### config.mk
export PLATFORM = sky130hd
export DESIGN_NAME = rom_ram_bank_switch_mapper_unit
export DESIGN_NICKNAME = d
export VERILOG_FILES = /design/src/rrbs_pkg.sv /design/src/rrbs_cfg.sv /design/src/rrbs_bank_regs.sv /design/src/rrbs_map.sv /design/src/rom_ram_bank_switch_mapper_unit.sv
export SDC_FILE = /design/constraint.sdc
export NUM_CORES = 1
export LEC_CHECK = 0
export BUFFER_PORTS_ARGS = -buffer_cell sky130_fd_sc_hd__buf_4
export CAP_MARGIN = 0
export CORE_AREA = 8 8 99 110
export DETAILED_ROUTE_END_ITERATION = 16
export DIE_AREA = 0 0 107 118
export HOLD_SLACK_MARGIN = 0.06
export PLACE_DENSITY = 0.76
export SYNTH_ARGS = -nofsm -noshare
export SYNTH_HDL_FRONTEND = slang
export SYNTH_HIERARCHICAL = 1
export SYNTH_SLANG_ARGS = --single-unit
### constraint.sdc
create_clock -name clk -period 4.82 [get_ports clk]
set_input_delay 0.723 -clock clk [delete_from_list [all_inputs] [get_ports clk]]
set_output_delay 0.723 -clock clk [all_outputs]
set_load 0.005 [all_outputs]
### src/rrbs_pkg.sv
// Shared types and constants for the ROM/RAM bank switch mapper.
// No dependencies.
`default_nettype none

package rrbs_pkg;

  // Access kinds
  localparam logic OP_READ  = 1'b0;
  localparam logic OP_WRITE = 1'b1;

  // Read targets
  localparam logic [1:0] TGT_NONE = 2'd0;
  localparam logic [1:0] TGT_ROM  = 2'd1;
  localparam logic [1:0] TGT_RAM  = 2'd2;

  // 8 KiB bus segments, address[15:13]
  localparam logic [2:0] SEG_0000 = 3'd0;  // ROM bank 0 / RAM enable write
  localparam logic [2:0] SEG_2000 = 3'd1;  // ROM bank 0 / low bank write
  localparam logic [2:0] SEG_4000 = 3'd2;  // switchable ROM / upper bits write
  localparam logic [2:0] SEG_6000 = 3'd3;  // switchable ROM / mode write
  localparam logic [2:0] SEG_A000 = 3'd5;  // external RAM

  // Config register map
  localparam int unsigned  CFG_ADDR_W        = 3;
  localparam logic         REG_ROM_SIZE_CODE = 1'b0;  // word index, paddr[2]
  localparam logic [3:0]   ROM_CODE_SMALL_MAX = 4'd4;

  typedef struct packed {
    logic        op;
    logic [15:0] address;
    logic [7:0]  value;
  } in_item_t;

  typedef struct packed {
    logic [1:0]  target;
    logic [20:0] phys_address;
    logic [7:0]  ram_enable_value;
  } out_item_t;

  typedef struct packed {
    logic [4:0] rom_bank_low;
    logic [1:0] rom_bank_high;
    logic [1:0] ram_bank;
    logic       bank_mode;
    logic [7:0] ram_enable_reg;
  } bank_state_t;

  // Low bank bits kept for a given ROM size code: code+1 bits, at most five.
  function automatic logic [4:0] low_bank_mask(input logic [3:0] code);
    logic [4:0] m;
    m = 5'h1F;
    if (code < ROM_CODE_SMALL_MAX) begin
      m = 5'((5'd2 << code[1:0]) - 5'd1);
    end
    return m;
  endfunction

endpackage

`default_nettype wire

### src/rrbs_cfg.sv
// APB-style config register holding the ROM size code.
// Depends on rrbs_pkg.
`default_nettype none

module rrbs_cfg
  import rrbs_pkg::*;
(
  input  wire logic                  clk,
  input  wire logic                  rst,
  input  wire logic                  psel,
  input  wire logic                  penable,
  input  wire logic                  pwrite,
  input  wire logic [CFG_ADDR_W-1:0] paddr,
  input  wire logic [31:0]           pwdata,
  output logic      [31:0]           prdata,
  output logic                       pready,
  output logic      [3:0]            rom_size_code
);

  logic wr_hit;

  assign pready = 1'b1;
  assign wr_hit = psel && penable && pwrite && (paddr[2] == REG_ROM_SIZE_CODE);

  always_ff @(posedge clk) begin
    if (rst) begin
      rom_size_code <= 4'd0;
    end else if (wr_hit) begin
      rom_size_code <= pwdata[3:0];
    end
  end

  // bytes within the word are not decoded
  assign prdata = (paddr[2] == REG_ROM_SIZE_CODE) ? {28'd0, rom_size_code} : 32'd0;

endmodule

`default_nettype wire

### src/rrbs_bank_regs.sv
// Bank control registers and their write decode.
// Depends on rrbs_pkg.
`default_nettype none

module rrbs_bank_regs
  import rrbs_pkg::*;
(
  input  wire logic        clk,
  input  wire logic        rst,
  input  wire logic        upd,
  input  wire in_item_t    item,
  input  wire logic [3:0]  rom_size_code,
  output bank_state_t      st_next
);

  bank_state_t st;

  always_comb begin
    st_next = st;
    if (item.op == OP_WRITE) begin
      unique case (item.address[15:13])
        SEG_0000: st_next.ram_enable_reg = item.value;
        SEG_2000: begin
          st_next.rom_bank_low  = item.value[4:0] & low_bank_mask(rom_size_code);
          st_next.rom_bank_high = 2'd0;
        end
        SEG_4000: begin
          if (rom_size_code > ROM_CODE_SMALL_MAX) begin
            st_next.rom_bank_high = item.value[1:0];
          end else if (st.bank_mode) begin
            st_next.ram_bank = item.value[1:0];
          end
        end
        SEG_6000: st_next.bank_mode = item.value[0];
        default: ;  // writes above 0x7FFF are ignored
      endcase
    end
  end

  always_ff @(posedge clk) begin
    if (rst) begin
      st.rom_bank_low   <= 5'd1;
      st.rom_bank_high  <= 2'd0;
      st.ram_bank       <= 2'd0;
      st.bank_mode      <= 1'b0;
      st.ram_enable_reg <= 8'd0;
    end else if (upd) begin
      st <= st_next;
    end
  end

endmodule

`default_nettype wire

### src/rrbs_map.sv
// Read address translation to ROM or external RAM.
// Depends on rrbs_pkg.
`default_nettype none

module rrbs_map
  import rrbs_pkg::*;
(
  input  wire in_item_t    item,
  input  wire bank_state_t st,
  output out_item_t        res
);

  logic [4:0] low;

  // bank 0 in the low bits always selects bank 1
  assign low = (st.rom_bank_low == 5'd0) ? 5'd1 : st.rom_bank_low;

  always_comb begin
    res.target           = TGT_NONE;
    res.phys_address     = 21'd0;
    res.ram_enable_value = st.ram_enable_reg;
    if (item.op == OP_READ) begin
      unique case (item.address[15:13]) inside
        SEG_0000, SEG_2000: begin
          res.target       = TGT_ROM;
          res.phys_address = {5'd0, item.address};
        end
        SEG_4000, SEG_6000: begin
          res.target       = TGT_ROM;
          res.phys_address = {st.rom_bank_high, low, item.address[13:0]};
        end
        SEG_A000: begin
          res.target       = TGT_RAM;
          res.phys_address = {6'd0, st.ram_bank, item.address[12:0]};
        end
        default: ;  // unmapped
      endcase
    end
  end

endmodule

`default_nettype wire

### src/rom_ram_bank_switch_mapper_unit.sv
// ROM/RAM bank switch mapper, top level.
// Depends on rrbs_pkg, rrbs_cfg, rrbs_bank_regs, rrbs_map.
//
// Usage:
//  - in_valid/in_ready/in_data carry one bus access per transfer: op (read or
//    write), 16-bit address, write byte.
//  - out_valid/out_ready/out_data carry exactly one result per access: target,
//    21-bit physical address, and the RAM enable byte after the access.
//  - APB port holds rom_size_code at byte address 0; write it only while idle.
// Timing:
//  - Two register stages: an input register and a result register. An access
//    waits in the input register until the result register is free or
//    draining, then moves into it and out_valid rises.
//  - One access per cycle sustained while out_ready stays high; the decode and
//    register update between the stages are a few gate levels deep.
//  - Bank registers update as an access moves from the input stage to the
//    result stage, so accesses see all earlier writes in order.
// Reset (rst, synchronous): both stages empty, low ROM bank 1, other bank
//   registers and rom_size_code zero.
// Stall: while out_ready is low the result holds; the input stage still takes
//   one more transfer, then in_ready drops until the result drains.
`default_nettype none

module rom_ram_bank_switch_mapper_unit
  import rrbs_pkg::*;
(
  input  wire logic                  clk,
  input  wire logic                  rst,
  // access channel
  input  wire logic                  in_valid,
  output logic                       in_ready,
  input  wire in_item_t              in_data,
  // result channel
  output logic                       out_valid,
  input  wire logic                  out_ready,
  output out_item_t                  out_data,
  // config port
  input  wire logic                  psel,
  input  wire logic                  penable,
  input  wire logic                  pwrite,
  input  wire logic [CFG_ADDR_W-1:0] paddr,
  input  wire logic [31:0]           pwdata,
  output logic      [31:0]           prdata,
  output logic                       pready
);

  logic [3:0]  rom_size_code;
  in_item_t    in_reg;
  logic        in_full;
  logic        advance;
  bank_state_t st_next;
  out_item_t   res;

  rrbs_cfg u_cfg (
    .clk           (clk),
    .rst           (rst),
    .psel          (psel),
    .penable       (penable),
    .pwrite        (pwrite),
    .paddr         (paddr),
    .pwdata        (pwdata),
    .prdata        (prdata),
    .pready        (pready),
    .rom_size_code (rom_size_code)
  );

  // input stage moves on when the result register is free or being drained
  assign advance  = in_full && (!out_valid || out_ready);
  assign in_ready = !in_full || advance;

  always_ff @(posedge clk) begin
    if (rst) begin
      in_full <= 1'b0;
    end else if (in_ready) begin
      in_full <= in_valid;
    end
  end

  always_ff @(posedge clk) begin
    if (in_valid && in_ready) begin
      in_reg <= in_data;
    end
  end

  rrbs_bank_regs u_regs (
    .clk           (clk),
    .rst           (rst),
    .upd           (advance),
    .item          (in_reg),
    .rom_size_code (rom_size_code),
    .st_next       (st_next)
  );

  // reads leave the state alone, so the next state serves both cases
  rrbs_map u_map (
    .item (in_reg),
    .st   (st_next),
    .res  (res)
  );

  always_ff @(posedge clk) begin
    if (rst) begin
      out_valid <= 1'b0;
    end else if (advance) begin
      out_valid <= 1'b1;
    end else if (out_ready) begin
      out_valid <= 1'b0;
    end
  end

  always_ff @(posedge clk) begin
    if (advance) begin
      out_data <= res;
    end
  end

endmodule

`default_nettype wire

==> reports/qor.txt, run 1 <==
Min-Delay Path Class -> flop to flop
ant diodes -> 0
Yosys warning count -> 6
clock latency on the worst-skew pair -> 0.34 ns
Req. time, crit path -> 5.09 ns
Synth area leader -> edfxtp_1
WL per Instance -> 13.95 um
fmax -> 401.1 MHz
TritonCTS Buffers -> 9
Pwr Density -> 336.1 mW/mm^2
Die Span Y -> 118 um
CP Launch Type -> input pin
final setup margin -> 2.327 ns
H-tree levels -> 3
max reg flops -> 31
Clock Pin Slew Worst Setup and Hold Paths -> 0.08 ns
CTS tree -> built
routability cong. -> 0.7652
P&R area growth vs syn -> 18.88%
PostCTS Resize Cnt -> 0
Boundary Pins -> 133
Syn Inst Count -> 275
status -> completed
Tot Pwr -> 1.411 mW
critical path peak fanout -> 53
1st-iter DRT viols -> 106
final instance area -> 0.004199 sq mm
layout cell share with drive strength beyond 1 -> 0.3324
Max Used Layer -> met4
#FFs+latches synth -> 80
RSZ-0062 raised after global routing -> false
sequential share of the synthesized area -> 0.6121
final setup TNS -> 0 ns
met1 WL -> 2426 um
Top FF cell, synth -> edfxtp_1
Core ar. -> 0.009120 sq mm
most frequent cells after synthesis -> 56 x edfxtp_1, 37 x buf_4, 29 x nor2_1, 24 x dfxtp_1, 19 x and2_1
Root Driver -> clkbuf_8
crit end category -> flop
vias in the first global route -> 2090
type of the worst setup path -> input pin to flop
Via-to-Cell Ratio -> 4.508
nets -> 408
initial antenna violation count -> 0
TritonCTS Sinks -> 80
ranking of synthesized cells by area -> edfxtp_1 48%, dfxtp_1 14%, buf_4 7.9%
FP Rows -> 37
Post-DP Area -> 0.003994 sq mm
CTS Buffer Depth -> 2
Mapped Area -> 0.003532 sq mm
Util after Layout -> 0.4604
hold buffer count at cts -> 0
first-pass GRT wire length -> 10130 um
post-synth top area share -> 0.4761
postcts setup bufs -> 0
GR Util All Layers -> 0.1018
Final Max Tran Viols -> 0
critical path arrival -> 2.77 ns
Chip Width -> 107 um
Slew HR -> 0.2727
fraction of registers with async set/reset -> 0
dpl cells -> 447
syn avg cell area -> 12.84 sq um
minimum clock period -> 2.493 ns
met3 WL -> 416 um
Fin. Hold Viols -> 0
Detail Route Antenna Nets -> 0
Peak VDD IR -> 144.8 uV
hold slack -> 0.4739 ns
Distinct cells, synth -> 46
routed wire length -> 6461 um
Initial Util -> 0.3873
top-count cell post-synth -> edfxtp_1
drt pass-1 iters -> 4
non-filler cells, final -> 463
DP Wirelength -> 4717 um
Final period util -> 0.5172
DIE AREA -> 0.01263 sq mm
# DRC -> 0
total of max-cap violations -> 0
cell leakage power -> 1.708 nW
dpl ws -> 1.930 ns
Port Buffers -> 73
skew final -> 0.005804 ns
Congestion Overflow GR -> 0
metal2 WL -> 3518 um
Finish-stage setup viols -> 0
DR vias -> 2087
pin count of the biggest net entering global routing -> 54
number of flops mapped to enable cells by yosys -> 56
worst slew pin tran -> 1.091 ns
==> final timing paths <==
kind	to	slack [ns]	startpoint	cells past startpoint
worst max-delay path	u_regs/st[10]$_SDFFE_PP0P_	2.33	out_ready	6
worst min-delay path	u_regs/st[9]$_SDFFE_PP0P_	0.47	u_regs/st[9]$_SDFFE_PP0P_	2
worst max register to register	u_regs/st[10]$_SDFFE_PP0P_	2.45	out_valid$_SDFFE_PP0P_	5
worst min register to register	u_regs/st[9]$_SDFFE_PP0P_	0.47	u_regs/st[9]$_SDFFE_PP0P_	2
==> report_power, final <==
| part | switching (mW) | total, mW | leakage [nW] | internal, mW |
|---|---|---|---|---|
| logic | 0.0576 | 0.121 | 0.874 | 0.0630 |
| clock network | 0.242 | 0.497 | 0.101 | 0.255 |
| registers | 0.0191 | 0.794 | 0.734 | 0.775 |
| total | 0.318 | 1.41 | 1.71 | 1.09 |
==> cell usage in the layout, fill, tap and decap left out, types with 4 or more instances in the layout <==
cell type,n
and2_1,19
and2b_2,4
buf_4,73
clkbuf_8,10
conb_1,29
dfxtp_1,24
edfxtp_1,56
inv_1,4
mux2_2,11
mux2i_1,8
nand2_1,10
nand2b_1,13
nor2_1,29
nor3_1,9
o21ai_0,4
==> final cells by class <==
class / count / area [sq um]
Fill cell: 815 / 4921
Sequential cell: 80 / 2162
Multi-Input combinational cell: 173 / 1122
Timing Repair Buffer: 73 / 548.0
Tap cell: 117 / 146.4
Clock buffer: 10 / 137.6
Clock inverter: 6 / 67.56
Inverter: 4 / 15.01
==> worst max-delay path, cell delays in order <==
cell and delay (ns):
buf_4 0.09, nand2b_1 0.10, and2_2 0.86, inv_1 0.47
nor2_1 0.32, mux2i_1 0.20
==> layer usage <==
layer,track usage,vias up
met3,0.02957,11
met5,0,-
met2,0.1813,54
li1,-,1035
met1,0.1020,987
met4,0.05903,0
==> kinds of logic after synthesis <==
kind of cell / Yosys count / synth area share
buf+inv: 49 / 0.09883
mux: 19 / 0.05774
other cells: 2 / 0.002126
flops: 80 / 0.6121
simple gates: 103 / 0.1800
compound gates: 22 / 0.04924
Note: power is estimated with default switching activity, not from simulation.
==> run 2: changes to the inputs <==
==> constraint.sdc (replaced) <==
create_clock -name clk -period 2.3 [get_ports clk]
set_input_delay 0.345 -clock clk [delete_from_list [all_inputs] [get_ports clk]]
set_output_delay 0.345 -clock clk [all_outputs]
set_load 0.005 [all_outputs]
==> run 2 against run 1 <==
  * Sequential share of layout area shrank 0.40 points
  * Critical path type is now flop to flop
  * Global-route usage increased by 0.44 points
  * Routed wire length grew 3.8%
  * Non-clock buffer count rose by 2
  * Largest cell class unchanged
  * Clock power increased by 130%
  * Via count rose by 0.53%
  * Cell count up 0.43%
  * Die area unchanged
  * Register-to-register slack worse by 2.2 ns
==> reports/qor.txt, run 2 (same netlist as run 1, synthesis figures left out) <==
status -> completed
PostCTS Resize Cnt -> 0 (unchanged)
max reg flops -> 31 (unchanged)
H-tree levels -> 3 (unchanged)
Peak VDD IR -> 351.7 uV (+140%)
Root Driver -> clkbuf_8
clock share of power -> 0.375 (+0.023)
WL per Instance -> 14.43 um (+3.4%)
switching share of power -> 0.2253 (-0.0003459)
skew final -> 0.01032 ns (+0.004516 ns)
drt pass-1 iters -> 4 (unchanged)
Via-to-Cell Ratio -> 4.512 (about the same)
RSZ-0062 raised after global routing -> false
CTS Buffer Depth -> 2 (unchanged)
routed wire length -> 6708 um (+3.8%)
Fin. Hold Viols -> 0 (unchanged)
Final period util -> 0.8711
vias in the first global route -> 2174 (+4.0%)
initial antenna violation count -> 0 (unchanged)
Final Max Tran Viols -> 0 (unchanged)
worst slew pin tran -> 0.6394 ns (-0.4515 ns)
ant diodes -> 0 (unchanged)
cell leakage power -> 1.730 nW (+1.3%)
Finish-stage setup viols -> 0 (unchanged)
Port Buffers -> 73 (unchanged)
GR Util All Layers -> 0.1062 (+0.004397)
total of max-cap violations -> 0 (unchanged)
Req. time, crit path -> 2.53 ns (-2.56 ns)
Fill cells -> 802 (-1.6%)
Detail Route Antenna Nets -> 0 (unchanged)
layout cell share with drive strength beyond 1 -> 0.3362 (+0.003837)
pin count of the biggest net entering global routing -> 38 (-30%)
most common cell after layout, fill and taps aside -> buf_4
postcts setup bufs -> 0 (unchanged)
Clock Pin Slew Worst Setup and Hold Paths -> 0.09 ns (about the same)
# DRC -> 0 (unchanged)
Boundary Pins -> 133 (unchanged)
critical path peak fanout -> 8 (-85%)
FP Rows -> 37 (unchanged)
Core ar. -> 0.009120 sq mm (unchanged)
minimum clock period -> 2.004 ns
DR vias -> 2098 (+0.53%)
DIE AREA -> 0.01263 sq mm (unchanged)
CTS tree -> built
routability cong. -> 0.7715 (+0.82%)
hold buffer count at cts -> 0 (unchanged)
type of the worst setup path -> flop to flop
most frequent cells in the layout -> 75 x buf_4, 56 x edfxtp_1, 29 x conb_1, 29 x nor2_1, 24 x dfxtp_1
combinational share of power -> 0.084 (about the same)
Congestion Overflow GR -> 0 (unchanged)
Die Span Y -> 118 um (unchanged)
Pint -> 2.380 mW (+120%)
Min-Delay Path Class -> input pin to flop
final setup TNS -> 0 ns (unchanged)
fmax -> 499.1 MHz
first-pass GRT wire length -> 10560 um (+4.3%)
crit end category -> flop
Pwr Density -> 726.0 mW/mm^2 (+120%)
nets -> 410 (+0.49%)
1st-iter DRT viols -> 105 (-0.94%)
Psw -> 0.6922 mW (+120%)
critical path arrival -> 2.23 ns (-0.54 ns)
DP Wirelength -> 4914 um (+4.2%)
TritonCTS Sinks -> 80 (unchanged)
P&R area growth vs syn -> 19.80%
CP Launch Type -> flop
TritonCTS Buffers -> 9 (unchanged)
hold slack -> 0.1642 ns (-0.3097 ns)
clock latency on the worst-skew pair -> 0.35 ns (about the same)
Initial Util -> 0.3873 (unchanged)
Chip Width -> 107 um (unchanged)
sequential power share -> 0.541 (-0.021)
Slew HR -> 0.5719 (+0.2992)
[run 2: cell count changes in the layout (fill, tap and decap cells not counted), sizes merged]
| cell | change |
|---|---|
| clkinvlp | -1 |
| clkinv | -2 |
| inv | +3 |
| buf | +2 |
| clkbuf | -1 |
| bufinv | +1 |
[run 2: path summary, 6_finish.rpt]
path	start	to	slack [ns]	depth (start not counted)
setup / recovery	in_reg[23]$_DFFE_PP_	u_regs/st[7]$_SDFFE_PP0P_	0.30	5
hold / removal	in_data[17]	in_reg[17]$_DFFE_PP_	0.16	1
setup reg to reg	in_reg[23]$_DFFE_PP_	u_regs/st[7]$_SDFFE_PP0P_	0.30	5
hold reg to reg	u_regs/st[9]$_SDFFE_PP0P_	u_regs/st[9]$_SDFFE_PP0P_	0.48	2
[run 2: metrics by stage]
step / std cells / total power, mW / area, sq um / util / setup WS [ns]
after global placement: 449 / 1.944 / 4009 / 0.4396 / 0.3643
after floorplan: 302 / 1.877 / 3633 / - / 0.4568
after detailed placement: 449 / 1.956 / 4009 / 0.4396 / 0.2972
after global routing: 465 / 3.200 / 4232 / 0.4640 / 0.1435
after CTS: 465 / 3.106 / 4232 / 0.4640 / 0.2638
final: 465 / 3.072 / 4232 / 0.4640 / 0.2964
[run 2: power groups by stage]
stage | Clock [mW] | Combinational, mW | Sequential (mW)
2_1_floorplan | 0 | 0.187 | 1.69
3_3_place_gp | 0 | 0.252 | 1.69
3_5_place_dp | 0 | 0.259 | 1.70
4_1_cts | 1.18 | 0.260 | 1.66
5_1_grt | 1.24 | 0.286 | 1.67
6_report | 1.15 | 0.258 | 1.66
[run 2: cell type report]
cell class	instances	area, sq um	area share
Clock buffer	9	123.9	0.02927
Clock inverter	7	98.84	0.02336
Inverter	4	15.01	0.003548
Multi-Input combinational cell	173	1122	0.2652
Sequential cell	80	2162	0.5109
Tap cell	117	146.4	0.03459
Timing Repair Buffer	75	563.0	0.1331
[run 2: routing by layer]
| layer | track usage | up-vias | share of wire |
|---|---|---|---|
| li1 | - | 1038 | - |
| met1 | 0.1035 | 986 | 0.37 |
| met2 | 0.1883 | 64 | 0.54 |
| met3 | 0.04545 | 10 | 0.074 |
| met4 | 0.04758 | 0 | 0.018 |
| met5 | 0 | - | 0 |
[run 2: critical path, cell delays in order (launching register included)]
cell      delay [ns]
edfxtp_1        0.52
buf_4           0.21
nor4b_4         0.56
mux2_2          0.42
nor2_1          0.11
nor3_1          0.06
==> run 3: changes to the inputs <==
--- a/config.mk
+++ b/config.mk
@@ -5,11 +5,14 @@
 export SDC_FILE = /design/constraint.sdc
 export NUM_CORES = 1
 export LEC_CHECK = 0
+export ABC_AREA = 1
+export ABC_CLOCK_PERIOD_IN_PS = 2300
 export BUFFER_PORTS_ARGS = -buffer_cell sky130_fd_sc_hd__buf_4
 export CAP_MARGIN = 0
-export CORE_AREA = 8 8 99 110
+export CORE_AREA = 8 8 101 112
 export DETAILED_ROUTE_END_ITERATION = 16
-export DIE_AREA = 0 0 107 118
+export DIE_AREA = 0 0 109 120
+export GPL_TIMING_DRIVEN = 0
 export HOLD_SLACK_MARGIN = 0.06
 export PLACE_DENSITY = 0.76
 export SYNTH_ARGS = -nofsm -noshare
==> run 3 against run 2 <==
  * First-iteration DRC count increased by 46%
  * Critical path type unchanged
  * Utilization increased by 3.3 points
  * Critical endpoint unchanged
  * Cell count increased by 35%
  * Cell area increased by 12%
  * Non-clock buffer count increased by 43
  * Area after synthesis increased by 4.7%
  * Sequential cell count unchanged
  * Highest routed layer unchanged
  * Worst setup slack improved by 0.21 ns
==> reports/qor.txt, run 3 <==
WL per Instance -> 12.47 um (-14%)
Req. time, crit path -> 2.60 ns (+0.07 ns)
worst slew pin tran -> 1.012 ns (+0.3728 ns)
H-tree levels -> 3 (unchanged)
Chip Width -> 109 um (+1.9%)
Peak VDD IR -> 286.8 uV (-18%)
critical path arrival -> 2.10 ns (-0.13 ns)
nets -> 570 (+39%)
Slew HR -> 0.3244 (-0.2475)
fmax -> 557.3 MHz (+12%)
slowest stage delay, CP -> 0.47 ns (-0.09 ns)
1st-iter DRT viols -> 153 (+46%)
cell leakage power -> 2.346 nW (+36%)
highest-delay cell along the critical path -> a21oi_4
dpl cells -> 612 (+36%)
first-pass GRT wire length -> 12400 um (+17%)
pin count of the biggest net entering global routing -> 26 (-32%)
Port Buffers -> 73 (unchanged)
ant diodes -> 0 (unchanged)
Via-to-Cell Ratio -> 4.311 (-4.5%)
postcts setup bufs -> 0 (unchanged)
syn avg cell area -> 9.456 sq um (-26%)
initial antenna violation count -> 0 (unchanged)
Final period util -> 0.7801 (-0.09099)
hold slack -> 0.1642 ns (-0.00003100 ns)
Pwr Density -> 666.1 mW/mm^2 (-8.3%)
vias in the first global route -> 2708 (+25%)
PostCTS Resize Cnt -> 0 (unchanged)
hold path start -> in_data[14]
layout cell share with drive strength beyond 1 -> 0.3366 (+0.0004073)
Root Driver -> clkbuf_8
most frequent cells in the layout -> 110 x buf_4, 67 x inv_1, 66 x nor2_1
Syn Inst Count -> 391 (+42%)
Detail Route Antenna Nets -> 0 (unchanged)
Boundary Pins -> 133 (unchanged)
CP Launch Type -> flop
Critical Path Source -> in_full$_SDFFE_PP0P_
total of max-cap violations -> 0 (unchanged)
CTS Buffer Depth -> 2 (unchanged)
crit end category -> flop
Mapped Area -> 0.003697 sq mm (+4.7%)
FP Rows -> 38 (+2.7%)
Min-Delay Path Class -> input pin to flop
GR Util All Layers -> 0.1221 (+0.01585)
critical path peak fanout -> 22 (+14)
Core ar. -> 0.009557 sq mm (+4.8%)
TritonCTS Sinks -> 80 (unchanged)
TritonCTS Buffers -> 9 (unchanged)
DIE AREA -> 0.01308 sq mm (+3.6%)
routed wire length -> 7833 um (+17%)
non-filler cells, final -> 628 (+35%)
clock latency on the worst-skew pair -> 0.35 ns (about the same)
Yosys warning count -> 6 (unchanged)
Initial Util -> 0.3869 (-0.0004146)
DP Wirelength -> 5959 um (+21%)
CTS tree -> built
Final Max Tran Viols -> 0 (unchanged)
RSZ-0062 raised after global routing -> false
Worst R2R Start -> in_full$_SDFFE_PP0P_
skew final -> 0.009967 ns (-0.0003531 ns)
hold buffer count at cts -> 0 (unchanged)
drt pass-1 iters -> 4 (unchanged)
most common cell after layout, fill and taps aside -> buf_4
Finish-stage setup viols -> 0 (unchanged)
Cell Chain, Critical Path -> inv_1, a21oi_4, buf_16, buf_2, nor2_1, nor2_1, o21ai_2, inv_1
P&R area growth vs syn -> 28.46%
DR vias -> 2707 (+29%)
Die Span Y -> 120 um (+1.7%)
Fin. Hold Viols -> 0 (unchanged)
max reg flops -> 31 (unchanged)
# DRC -> 0 (unchanged)
minimum clock period -> 1.794 ns (-0.2093 ns)
Congestion Overflow GR -> 0 (unchanged)
type of the worst setup path -> flop to flop
status -> completed
Clock Pin Slew Worst Setup and Hold Paths -> 0.08 ns (about the same)
routability cong. -> 0.7883 (+2.2%)
run 3: power breakdown:
group / internal, mW / switching [mW]
clock network: 0.614 / 0.497
registers: 1.63 / 0.0387
logic: 0.186 / 0.202
total: 2.43 / 0.738
run 3: worst paths after layout:
kind / end / slack [ns] / cells past startpoint
worst min-delay path: in_reg[14]$_DFFE_PP_ / 0.16 / 1
worst max-delay path: u_regs/st[7]$_SDFFE_PP0P_ / 0.51 / 8
worst max register to register: u_regs/st[7]$_SDFFE_PP0P_ / 0.51 / 8
worst min register to register: u_regs/st[13]$_SDFFE_PP1P_ / 0.48 / 2
run 3: area by class of cell:
cell class / count / area [sq um]
multi-input combinational: 223 / 1054
fill: 897 / 4807
tap: 120 / 150.1
timing repair buffer: 74 / 575.6
clock buffer: 11 / 131.4
clock inverter: 5 / 82.58
buffer: 44 / 326.6
sequential: 80 / 2162
inverter: 71 / 267.8
run 3: routing by layer:
metal	global-route usage	part of all wire	vias to the layer above	wire length [um]
met4	0.06255	0.023	0	184
met1	0.1216	0.38	1255	2952
met2	0.2278	0.55	58	4326
met3	0.02735	0.047	19	371
met5	0	0	-	0
li1	-	-	1375	-
run 3: through the flow:
stage | power [mW] | util | setup TNS (ns) | worst slack (ns) | instance area (sq um)
2_1_floorplan | 1.932 | - | 0 | 0.05986 | 3802
3_3_place_gp | 2.061 | 0.4709 | -17.00 | -0.7805 | 4501
3_5_place_dp | 2.084 | 0.4746 | 0 | 0.3586 | 4536
4_1_cts | 3.194 | 0.4970 | 0 | 0.4713 | 4750
5_1_grt | 3.307 | 0.4970 | 0 | 0.3428 | 4750
6_report | 3.164 | 0.4970 | 0 | 0.5057 | 4750
run 3: worst max-delay path: cells and delay by family (launching register included):
kind	cells	cell delay [ns]
buffers and inverters	4	0.62
DFF	1	0.34
AOI/OAI and AO/OA	2	0.54
and+or+nand+nor	2	0.24
